[src/rtl/core/assert_macros.svh]
// concurrent assertion helpers, clocked on clk and quiet during rst
`ifndef ASSERT_MACROS_SVH
`define ASSERT_MACROS_SVH

// a plain check that must hold at every clock edge out of reset
`define CHECK_ALWAYS(label, expr, msg) \
  label: assert property (@(posedge clk) disable iff (rst) (expr)) else $error(msg);

// antecedent now implies consequent in the next cycle
`define CHECK_NEXT(label, ante, cons, msg) \
  label: assert property (@(posedge clk) disable iff (rst) (ante) |=> (cons)) else $error(msg);

`endif

[src/rtl/core/actr_pkg.sv]
package actr_pkg;

  localparam int unsigned TAG_LEN  = 24;
  localparam logic [4:0]  LAST_POS = 5'd23;
  localparam logic [2:0]  SEG_OPEN  = 3'd0;
  localparam logic [2:0]  SEG_RED   = 3'd1;
  localparam logic [2:0]  SEG_GREEN = 3'd2;
  localparam logic [2:0]  SEG_BLUE  = 3'd3;
  localparam logic [2:0]  SEG_ALPHA = 3'd4;
  localparam logic [2:0]  SEG_CLOSE = 3'd5;

  localparam logic [7:0] CH_LBRACE = 8'h7B;
  localparam logic [7:0] CH_RBRACE = 8'h7D;
  localparam logic [7:0] CH_BSLASH = 8'h5C;
  localparam logic [7:0] CH_AMP    = 8'h26;
  localparam logic [7:0] CH_H      = 8'h48;
  localparam logic [7:0] CH_A      = 8'h61;
  localparam logic [7:0] CH_L      = 8'h6C;
  localparam logic [7:0] CH_P      = 8'h70;
  localparam logic [7:0] CH_HL     = 8'h68;
  localparam logic [7:0] CH_C      = 8'h63;

  localparam logic [7:0] UTF_LEAD = 8'hC0;
  localparam logic [7:0] UTF_CONT = 8'h80;
  localparam logic [5:0] UTF_LOW  = 6'h3F;

  // one emit job handed from the matcher to the emitter
  typedef struct packed {
    logic            is_tag;   // replacement sequence instead of a flush
    logic [4:0]      count;    // held bytes to flush
    logic            append;   // send ch after the held bytes
    logic [7:0]      ch;
    logic            last;
    logic [7:0][7:0] hex;      // snapshot of the held hex digits
  } job_t;

  // literal byte of the tag shape at a position (hex slots read as zero)
  function automatic logic [7:0] tag_char(input logic [4:0] p);
    logic [7:0] r;
    case (p)
      5'd0:    r = CH_LBRACE;
      5'd1:    r = CH_BSLASH;
      5'd2:    r = CH_A;
      5'd3:    r = CH_L;
      5'd4:    r = CH_P;
      5'd5:    r = CH_HL;
      5'd6:    r = CH_A;
      5'd7:    r = CH_AMP;
      5'd8:    r = CH_H;
      5'd11:   r = CH_AMP;
      5'd12:   r = CH_BSLASH;
      5'd13:   r = CH_C;
      5'd14:   r = CH_AMP;
      5'd15:   r = CH_H;
      5'd22:   r = CH_AMP;
      5'd23:   r = CH_RBRACE;
      default: r = 8'h00;
    endcase
    return r;
  endfunction

  function automatic logic hex_pos(input logic [4:0] p);
    return (p == 5'd9) || (p == 5'd10) || ((p >= 5'd16) && (p <= 5'd21));
  endfunction

  // alpha digits go to slots 0..1, color digits to slots 2..7
  function automatic logic [2:0] hex_slot(input logic [4:0] p);
    logic [4:0] d;
    d = p - 5'd14;
    if (p == 5'd9) return 3'd0;
    if (p == 5'd10) return 3'd1;
    return d[2:0];
  endfunction

  function automatic logic is_hex(input logic [7:0] c);
    return ((c >= 8'h30) && (c <= 8'h39)) ||
           ((c >= 8'h41) && (c <= 8'h46)) ||
           ((c >= 8'h61) && (c <= 8'h66));
  endfunction

  function automatic logic [3:0] hex_nibble(input logic [7:0] c);
    logic [3:0] r;
    if (c <= 8'h39) r = c[3:0];
    else            r = c[3:0] + 4'd9;
    return r;
  endfunction

  function automatic logic [7:0] pair_value(input logic [7:0] hi, input logic [7:0] lo);
    return {hex_nibble(hi), hex_nibble(lo)};
  endfunction

endpackage

[src/rtl/core/actr_matcher.sv]
module actr_matcher (
  input  logic           clk,
  input  logic           rst,
  input  logic           take,
  input  logic [7:0]     ch,
  input  logic           last,
  output logic           needs_job,
  output actr_pkg::job_t job
);
  import actr_pkg::*;

  `include "assert_macros.svh"

  logic [4:0]      pos;
  logic [4:0]      pos_next;
  logic [7:0][7:0] hex;
  logic            fit;
  logic            at_end;

  assign fit    = hex_pos(pos) ? is_hex(ch) : (ch == tag_char(pos));
  assign at_end = (pos == LAST_POS);

  always_comb begin
    job.is_tag = 1'b0;
    job.count  = pos;
    job.append = 1'b0;
    job.ch     = ch;
    job.last   = last;
    job.hex    = hex;
    needs_job  = 1'b0;
    pos_next   = pos;
    if (fit && at_end) begin
      job.is_tag = 1'b1;
      needs_job  = 1'b1;
      pos_next   = 5'd0;
    end else if (fit) begin
      // still inside the tag; the end of text flushes everything
      if (last) begin
        job.append = 1'b1;
        needs_job  = 1'b1;
        pos_next   = 5'd0;
      end else begin
        pos_next = pos + 5'd1;
      end
    end else begin
      // broken match: a brace restarts unless the text ends, otherwise the byte goes out as is
      job.append = last || (ch != CH_LBRACE);
      needs_job  = job.append || (pos != 5'd0);
      pos_next   = ((ch == CH_LBRACE) && !last) ? 5'd1 : 5'd0;
    end
  end

  always_ff @(posedge clk) begin
    if (rst) begin
      pos <= 5'd0;
    end else if (take) begin
      pos <= pos_next;
    end
  end

  always_ff @(posedge clk) begin
    if (take && fit && !at_end && hex_pos(pos)) begin
      hex[hex_slot(pos)] <= ch;
    end
  end

  `CHECK_ALWAYS(a_pos_range, pos <= LAST_POS, "match position past tag end")
  `CHECK_NEXT(a_tag_clears, take && fit && at_end, pos == 5'd0, "tag done but match open")

endmodule

[src/rtl/core/actr_emitter.sv]
module actr_emitter (
  input  logic           clk,
  input  logic           rst,
  input  logic           load,
  input  actr_pkg::job_t job_in,
  output logic           job_ready,
  output logic           out_valid,
  input  logic           out_stall,
  output logic [7:0]     char_out,
  output logic           last_out
);
  import actr_pkg::*;

  `include "assert_macros.svh"

  logic       active;
  job_t       job;
  logic [4:0] idx;
  logic       sub;
  logic       o_valid;
  logic [7:0] o_char;
  logic       o_last;

  logic       out_move;
  logic [4:0] total;
  logic [2:0] seg;
  logic [7:0] val;
  logic [7:0] tag_byte;
  logic       seg_done;
  logic [7:0] flush_byte;
  logic [7:0] cur_byte;
  logic       at_end;

  assign out_move = !o_valid || !out_stall;
  assign total    = job.count + {4'd0, job.append};
  assign seg      = idx[2:0];

  always_comb begin
    case (seg)
      SEG_RED:   val = pair_value(job.hex[6], job.hex[7]);
      SEG_GREEN: val = pair_value(job.hex[4], job.hex[5]);
      SEG_BLUE:  val = pair_value(job.hex[2], job.hex[3]);
      SEG_ALPHA: val = ~pair_value(job.hex[0], job.hex[1]);
      default:   val = 8'h00;
    endcase
  end

  always_comb begin
    if (seg == SEG_OPEN) begin
      tag_byte = CH_LBRACE;
      seg_done = 1'b1;
    end else if (seg == SEG_CLOSE) begin
      tag_byte = CH_RBRACE;
      seg_done = 1'b1;
    end else if (!val[7]) begin
      tag_byte = val;
      seg_done = 1'b1;
    end else if (!sub) begin
      tag_byte = UTF_LEAD | {6'd0, val[7:6]};
      seg_done = 1'b0;
    end else begin
      tag_byte = UTF_CONT | {2'd0, val[5:0] & UTF_LOW};
      seg_done = 1'b1;
    end
  end

  always_comb begin
    if (idx < job.count) begin
      flush_byte = hex_pos(idx) ? job.hex[hex_slot(idx)] : tag_char(idx);
    end else begin
      flush_byte = job.ch;
    end
  end

  assign cur_byte  = job.is_tag ? tag_byte : flush_byte;
  assign at_end    = job.is_tag ? ((seg == SEG_CLOSE) && seg_done) : (idx == total - 5'd1);
  assign job_ready = !active || (out_move && at_end);

  always_ff @(posedge clk) begin
    if (rst) begin
      active  <= 1'b0;
      o_valid <= 1'b0;
    end else begin
      if (out_move) begin
        o_valid <= active;
      end
      if (load) begin
        active <= 1'b1;
      end else if (active && out_move && at_end) begin
        active <= 1'b0;
      end
    end
  end

  always_ff @(posedge clk) begin
    if (out_move) begin
      o_char <= cur_byte;
      o_last <= job.last && at_end;
    end
    if (load) begin
      job <= job_in;
      idx <= 5'd0;
      sub <= 1'b0;
    end else if (active && out_move) begin
      if (!job.is_tag || seg_done) begin
        idx <= idx + 5'd1;
        sub <= 1'b0;
      end else begin
        sub <= 1'b1;
      end
    end
  end

  assign out_valid = o_valid;
  assign char_out  = o_char;
  assign last_out  = o_last;

  `CHECK_ALWAYS(a_flush_idx, !(active && !job.is_tag) || (idx < total), "flush index overrun")
  `CHECK_ALWAYS(a_tag_idx, !(active && job.is_tag) || (seg <= SEG_CLOSE), "tag segment overrun")

endmodule

[src/rtl/core/alpha_color_tag_rewriter.sv]
// alpha_color_tag_rewriter
// input channel: in_valid / in_stall with char_in and last_in, one text byte per word
// output channel: out_valid / out_stall with char_out and last_out, one byte per word
// every tag {\alpha&HAA&\c&HBBGGRR&} (hex in either case) becomes '{', red, green,
// blue and 255-AA as one- or two-byte utf-8 code points, then '}'
// bytes of a partial tag are held back and sent unchanged when the match breaks
// or when last_in closes the text; last_out marks the final byte for that word
// a byte that passes straight through goes from the input register through the
// emitter job register to the output register
// throughput: one input word per cycle while out_stall is low and each word gives
// at most one output word; a word that yields n output words holds the input until
// all n are sent, as the emitter sends one byte per cycle from its job register
// in_stall comes from a two-entry skid register, so it never depends on
// out_stall in the same cycle
// reset (rst, synchronous) clears the match and drops any queued words
// while out_stall is high the output word holds and the input backs up
module alpha_color_tag_rewriter (
  input  logic       clk,
  input  logic       rst,
  input  logic       in_valid,
  output logic       in_stall,
  input  logic [7:0] char_in,
  input  logic       last_in,
  output logic       out_valid,
  input  logic       out_stall,
  output logic [7:0] char_out,
  output logic       last_out
);
  import actr_pkg::*;

  `include "assert_macros.svh"

  // main input register and skid register
  logic       v0;
  logic [7:0] c0;
  logic       l0;
  logic       v1;
  logic [7:0] c1;
  logic       l1;

  logic       accept;
  logic       take;
  logic       needs_job;
  logic       job_ready;
  job_t       job;

  assign in_stall = v1;
  assign accept   = in_valid && !v1;
  // a word leaves the input register when it needs no job or the emitter can take its job
  assign take     = v0 && (!needs_job || job_ready);

  always_ff @(posedge clk) begin
    if (rst) begin
      v0 <= 1'b0;
      v1 <= 1'b0;
    end else if (v1) begin
      if (take) begin
        v1 <= 1'b0;
      end
    end else if (accept) begin
      if (v0 && !take) begin
        v1 <= 1'b1;
      end else begin
        v0 <= 1'b1;
      end
    end else if (take) begin
      v0 <= 1'b0;
    end
  end

  always_ff @(posedge clk) begin
    if (v1) begin
      if (take) begin
        c0 <= c1;
        l0 <= l1;
      end
    end else if (accept) begin
      if (v0 && !take) begin
        c1 <= char_in;
        l1 <= last_in;
      end else begin
        c0 <= char_in;
        l0 <= last_in;
      end
    end
  end

  actr_matcher u_matcher (
    .clk       (clk),
    .rst       (rst),
    .take      (take),
    .ch        (c0),
    .last      (l0),
    .needs_job (needs_job),
    .job       (job)
  );

  actr_emitter u_emitter (
    .clk       (clk),
    .rst       (rst),
    .load      (take && needs_job),
    .job_in    (job),
    .job_ready (job_ready),
    .out_valid (out_valid),
    .out_stall (out_stall),
    .char_out  (char_out),
    .last_out  (last_out)
  );

  `CHECK_ALWAYS(a_skid_order, !v1 || v0, "skid word without main word")

endmodule

[config.mk]
export PLATFORM = sky130hd
export DESIGN_NAME = alpha_color_tag_rewriter
export DESIGN_NICKNAME = d
export VERILOG_FILES = /design/src/rtl/core/actr_pkg.sv /design/src/rtl/core/actr_matcher.sv /design/src/rtl/core/actr_emitter.sv /design/src/rtl/core/alpha_color_tag_rewriter.sv
export VERILOG_INCLUDE_DIRS = /design/src /design/src/rtl/core
export SDC_FILE = /design/constraint.sdc
export NUM_CORES = 1
export LEC_CHECK = 0
export ABC_AREA = 1
export BUFFER_PORTS_ARGS = -buffer_cell sky130_fd_sc_hd__buf_2
export CORE_ASPECT_RATIO = 1.75
export CORE_MARGIN = 5
export CORE_UTILIZATION = 63
export CTS_CLUSTER_SIZE = 24
export DETAILED_ROUTE_END_ITERATION = 8
export GPL_ROUTABILITY_DRIVEN = 0
export PLACE_DENSITY = 0.91
export SLEW_MARGIN = 20
export SYNTH_ARGS = -nofsm -noshare
export SYNTH_HDL_FRONTEND = slang
export SYNTH_SLANG_ARGS = --single-unit
[constraint.sdc]
create_clock -name clk -period 5.4 [get_ports clk]
set_input_delay 1.35 -clock clk [delete_from_list [all_inputs] [get_ports clk]]
set_output_delay 1.35 -clock clk [all_outputs]
set_load 0.01 [all_outputs]
* Word-level counts from Yosys, hierarchy flattened
Memory sizes are Yosys's and may differ from the RTL's. A register that Yosys moved wholly into a read port is not among the register bits.
Index checks and enable logic that the tools add are counted.
W data, S select, Z words.
** Word-level totals
- Register bits after elaboration :: 186
- Bits in latches :: 0
- Bits in writable memories :: 0
- Memory bits (read-only) :: 448
- Input bits :: 13
- Output and inout bits :: 11
- Word-level logic and storage cells :: 221
- Memories :: 2
** Memory list
- (no name shown) :: words 32, width 7, read ports 1, clocked after Yosys merged registers in 1, wr ports 0, RTL line actr_pkg.sv:40 : case (p)
- (no name shown) :: words 32, width 7, read ports 1, clocked after Yosys merged registers in 1, wr ports 0, RTL line actr_pkg.sv:40
** Cells by class
- $add $sub $neg :: 14
- Multiply operators :: 0
- Div/mod/pow operators :: 0
- Order comparisons :: 22
- Equality and inequality tests :: 17
- Shifts and indexed selects :: 0
- Mux-type cells :: 80
- Bitwise logic cells :: 2
- Reduce and logical (&&, ||, !) cells :: 50
** Operators by type and width (count)
- $mux W8 :: 12
- $le A8 B6 Y1 const B :: 9
- $bwmux W64 :: 1
- $mux W4 :: 10
- $mux W1 :: 36
- $mux W5 :: 7
- $add A4 B4 Y4 const B :: 8
- $pmux W8 S4 :: 1
- $mux W3 :: 10
- $bmux W8 S3 :: 1
- $demux W8 S3 :: 1
- $eq A5 B4 Y1 const B :: 4
- $logic_and A1 B1 Y1 :: 20
- $ge A8 B7 Y1 const B :: 2
- $le A8 B7 Y1 const B :: 2
- $logic_or A1 B1 Y1 :: 12
- $add A5 B1 Y5 const B :: 2
- $ge A5 B5 Y1 const B :: 2
- $le A5 B5 Y1 const B :: 2
- $logic_not A1 Y1 :: 9
- $reduce_and A3 Y1 :: 3
- $eq A8 B7 Y1 const B :: 1
- $eq A8 B8 Y1 :: 1
- $ge A8 B6 Y1 const B :: 1
- 21 further kinds :: 28

* Depth between registers and ports, before layout
- Depth after elaboration :: 28
- Mapped depth :: 26
- Mapped depth without buffers :: 26

* By module
Synthesis repeated with hierarchy kept, for this count alone.
** Second synthesis, totals
- Cell total of the unflattened synthesis :: 1053
- Area total of the unflattened synthesis :: 10423.7 um^2
** Modules (own cells, without submodules)
- actr_emitter :: times used 1, cells an instance 674, area each 6174.7 um^2, sequential area each 2972.9 um^2
- actr_matcher :: times used 1, cells an instance 308, area each 3453.3 um^2, sequential area each 2162.1 um^2
- alpha_color_tag_rewriter :: times used 1, cells an instance 71, area each 795.8 um^2, sequential area each 580.6 um^2

* Worst setup path after synthesis
Ideal clock, no wire load.
- Path kind :: input-to-reg
- Start :: input out_stall
- End :: register with a tool-made name
- Library setup time :: 0.117 ns
- Data arrival time :: 4.040 ns
- Required time :: 5.283 ns
- Path slack :: 1.243 ns
- Cell stages on the path :: 8
- Path buffers :: 0
- Cell sequence :: nand2_1 -> nand3_1 -> nand2_1 -> nand3_4 -> inv_1 -> nor2_4 -> nand2_1 -> nand2_1
** RTL lines
- from (decl) :: RTL line alpha_color_tag_rewriter.sv:25 : input logic out_stall,

==> run metrics <==
status completed; max-slew violations 0; num ports 24; drt drc 0; share of power burned in registers 46.1%; sequential element share of the synthesized area 57.1%; worst-path cell chain inv_1 -> ha_1 -> nand2_1 -> inv_1 -> nand3_1 -> nand4_1 -> nand3_1 -> nand2_1 -> nor2_1 -> nor2_1 -> nand2_1 -> inv_1 -> ha_1 -> nand3_1 -> nand2_1 -> nand2_1 -> nand2_1 -> nand2_1 -> nand2_1; Sw Pwr 1.35 mW; fraction of layout cells with a size suffix above 1 8.02%; CP dominant cell by count nand2_1; Root Buffer Master clkbuf_16; core area 0.0157 sq mm; Routed WL 25.2 mm; synthesized flop and latch total 200; post-route minimum period 3.86 ns; Synth Instances 1,039; CTS tree yes; Crit Path Category reg2reg; clock network fraction of total power 31.4%; placement row count 61; Critical Path Sink Type flop; via count of the routed design 7,887; initial antenna violation count 0; PortBufs 23; startpoint class of the critical path flop; diode count 0; Netlist Area Pre-Place 0.0100 sq mm; Sw Ratio 33.1%; grt ovf 0; Placed Cells 1,242; largest net degree at the start of global routing 81; Final ANT Viol Nets 0; CTS clock-pin slew for the worst setup and hold paths 0.08 ns; Required @ worst endpoint 5.73 ns; Buffers & Inverters on Critical Path 3; Setup Fix Bufs, Post-CTS 0; Mean Syn Cell Area 9.63 sq um; TritonCTS Buffers 17; Hold WS 0.414 ns; chip width 105 microns; Fmax 259 MHz; Max Cap Viol 0; DRT iter0 DRCs 849; CP Data Arrival Time 4.20 ns; internal power 2.72 mW; Lkg Pwr 4.72 nW; Max Buffers Root-to-Sink 2; Synth Warn # 0; CP max-delay cell dfxtp_1; Skew-Pair Late Insertion Delay 0.43 ns; Finished Layout Cells 1,274; Comb power frac 22.5%; # setup viols final 0; DP HPWL 17.0 mm; reg-to-reg slack, setup 1.54 ns; Max IR drop VDD 0.276 mV; DIE HEIGHT 177 microns; worst r2r src u_emitter.idx[0]; Layout area overhead 9.42%; R2R depth 19; first-pass GRT wire length 39.6 mm; # hold bufs at CTS 0; RSZ-0062 raised after global routing false; worst rel slew slack 34.1%; Synth cell types 44; Avg WL per Cell 19.8 microns; H-tree depth 4; vias in the first global route 7,632; Total Routing Usage GR 27.6%; final hold violation count 0; Worst Hold Class reg2reg; Final nets 1,142; Worst Setup SP u_emitter.idx[0]; Sink Count 200; PwrDens 372 mW/mm^2; Crit path depth 19; die area 0.0186 sq mm; syn nets 1,109; # resized after CTS 0; final worst path period share 71.5%; Setup TNS 0 ns; CP max stage delay 0.48 ns; Crit path max-delay family simple AND/OR/NAND/NOR gates; Initial Utilization 63.6%; final worst clock skew 0.0133 ns; CP max FO 8; drt via density 6.19; First-pass DRT Iterations 8; Worst Max-Slew Pin Slew 0.980 ns
cell type report:
class,count,area (sq um)
Sequential cell,200,5720
Clock inverter,15,183
Timing Repair Buffer,26,138
Clock buffer,17,425
Tap cell,189,236
Inverter,124,465
Fill cell,1052,4780
Multi-Input combinational cell,703,3780
cell usage in the layout, fill, tap and decap left out, drive strengths merged, types with 2 or more instances in the layout:
cell type    n
a21oi       46
a31oi        2
buf         26
clkbuf      17
clkinv      10
dfxtp       29
edfxtp     171
ha          57
inv        127
nand2      276
nand3       87
nand3b       5
nand4       12
nor2        81
nor3         6
nor4         4
o2111ai      3
o211ai       7
o21ai       79
o221ai       7
o22ai        4
o31ai        3
xor2        14
logic make-up (layout without fill, tap and decap cells):
group	after synthesis	in the layout	share of synthesized area [%]
AO/OA/AOI/OAI	158	158	8.97
XOR/XNOR	15	15	1.31
adder cells (fa/ha/maj)	57	57	7.13
buffers and inverters	136	182	5.12
flip-flops	200	200	57.1
AND/OR/NAND/NOR	473	473	20.3
stage by stage:
stage                     cell area, sq um  setup slack, ns  utilization [%]  total power, mW
final                                10900             1.54             69.6             4.07
after floorplan                      10000             1.24                -             2.48
after detailed placement             10300             1.75             65.7             2.76
after global placement               10300             1.85             65.7             2.73
after global routing                 10900             1.39             69.6             4.24
after CTS                            10900             1.74             69.6             4.03
worst reg2reg max path: cells and delay by family (launching register included):
kind	cells	cell delay, ns
AND/OR/NAND/NOR	14	2.09
buffers and inverters	3	0.61
flip-flops	1	0.48
adder cells (fa/ha/maj)	2	0.58
flip-flops by register name, summed over array words and instances (netlist names), 5 cells and up, named ones only:
register / count
c1: 8
u_matcher.pos: 5
u_emitter.job: 80
u_emitter.char_out: 8
u_matcher.job: 64
u_emitter.idx: 5
c0: 8
power groups by stage:
| stage | registers (mW) | clock network, mW | logic [mW] |
|---|---|---|---|
| 4_1_cts | 1.87 | 1.28 | 0.875 |
| 5_1_grt | 1.89 | 1.36 | 0.994 |
| 2_1_floorplan | 1.89 | 0 | 0.584 |
| 3_5_place_dp | 1.91 | 0 | 0.851 |
| 3_3_place_gp | 1.90 | 0 | 0.824 |
| 6_report | 1.88 | 1.28 | 0.917 |
per-layer routing:
layer | up-vias | part of all wire, % | global-route usage [%]
met5 | - | 0 | 0
met4 | 0 | 6.7 | 17.4
met3 | 139 | 7.5 | 4.34
met2 | 539 | 52 | 48.8
met1 | 3606 | 34 | 30.6
li1 | 3603 | - | -
synthesized netlist by cell type:
cell | n | share of area (%)
a211oi_1 | 1 | 0.075
a21boi_0 | 1 | 0.075
a21oi_1 | 45 | 2.3
a21oi_2 | 1 | 0.088
a22o_1 | 1 | 0.088
a22oi_1 | 1 | 0.075
a31o_2 | 1 | 0.088
a31oi_1 | 2 | 0.13
a41oi_1 | 1 | 0.088
and3_1 | 1 | 0.063
buf_2 | 1 | 0.050
clkbuf_1 | 11 | 0.41
clkinv_1 | 3 | 0.11
dfxtp_1 | 29 | 5.8
edfxtp_1 | 171 | 51
ha_1 | 57 | 7.1
inv_1 | 111 | 4.2
inv_2 | 10 | 0.38
nand2_1 | 270 | 10
nand2_2 | 4 | 0.25
nand2_4 | 2 | 0.23
nand2b_1 | 1 | 0.063
nand3_1 | 82 | 4.1
nand3_2 | 4 | 0.40
nand3_4 | 1 | 0.18
nand3b_1 | 5 | 0.38
nand4_1 | 12 | 0.75
nor2_1 | 78 | 2.9
nor2_2 | 1 | 0.063
nor2_4 | 2 | 0.23
nor3_1 | 5 | 0.25
nor3_2 | 1 | 0.10
nor4_1 | 4 | 0.25
o2111ai_1 | 3 | 0.26
o211ai_1 | 7 | 0.53
o21ai_0 | 77 | 3.9
o21ai_1 | 1 | 0.050
o21ai_4 | 1 | 0.16
o21bai_1 | 1 | 0.075
o221ai_1 | 7 | 0.61
o22ai_1 | 4 | 0.25
o31ai_1 | 3 | 0.23
xnor2_1 | 1 | 0.088
xor2_1 | 14 | 1.2
worst min-delay path by stage:
stage | cells after the start | slack [ns] | to | from
after global placement | 0 | 0.40 | u_emitter.job[46] | u_matcher.job[46]
final | 0 | 0.41 | u_emitter.job[42] | u_matcher.job[42]
after floorplan | 0 | 0.40 | u_emitter.job[0] | u_matcher.job[0]
after detailed placement | 0 | 0.40 | u_emitter.job[13] | u_matcher.job[13]
after CTS | 0 | 0.41 | u_emitter.job[42] | u_matcher.job[42]
after global routing | 0 | 0.42 | u_emitter.job[52] | u_matcher.job[52]
(Power assumes the default switching activity.)
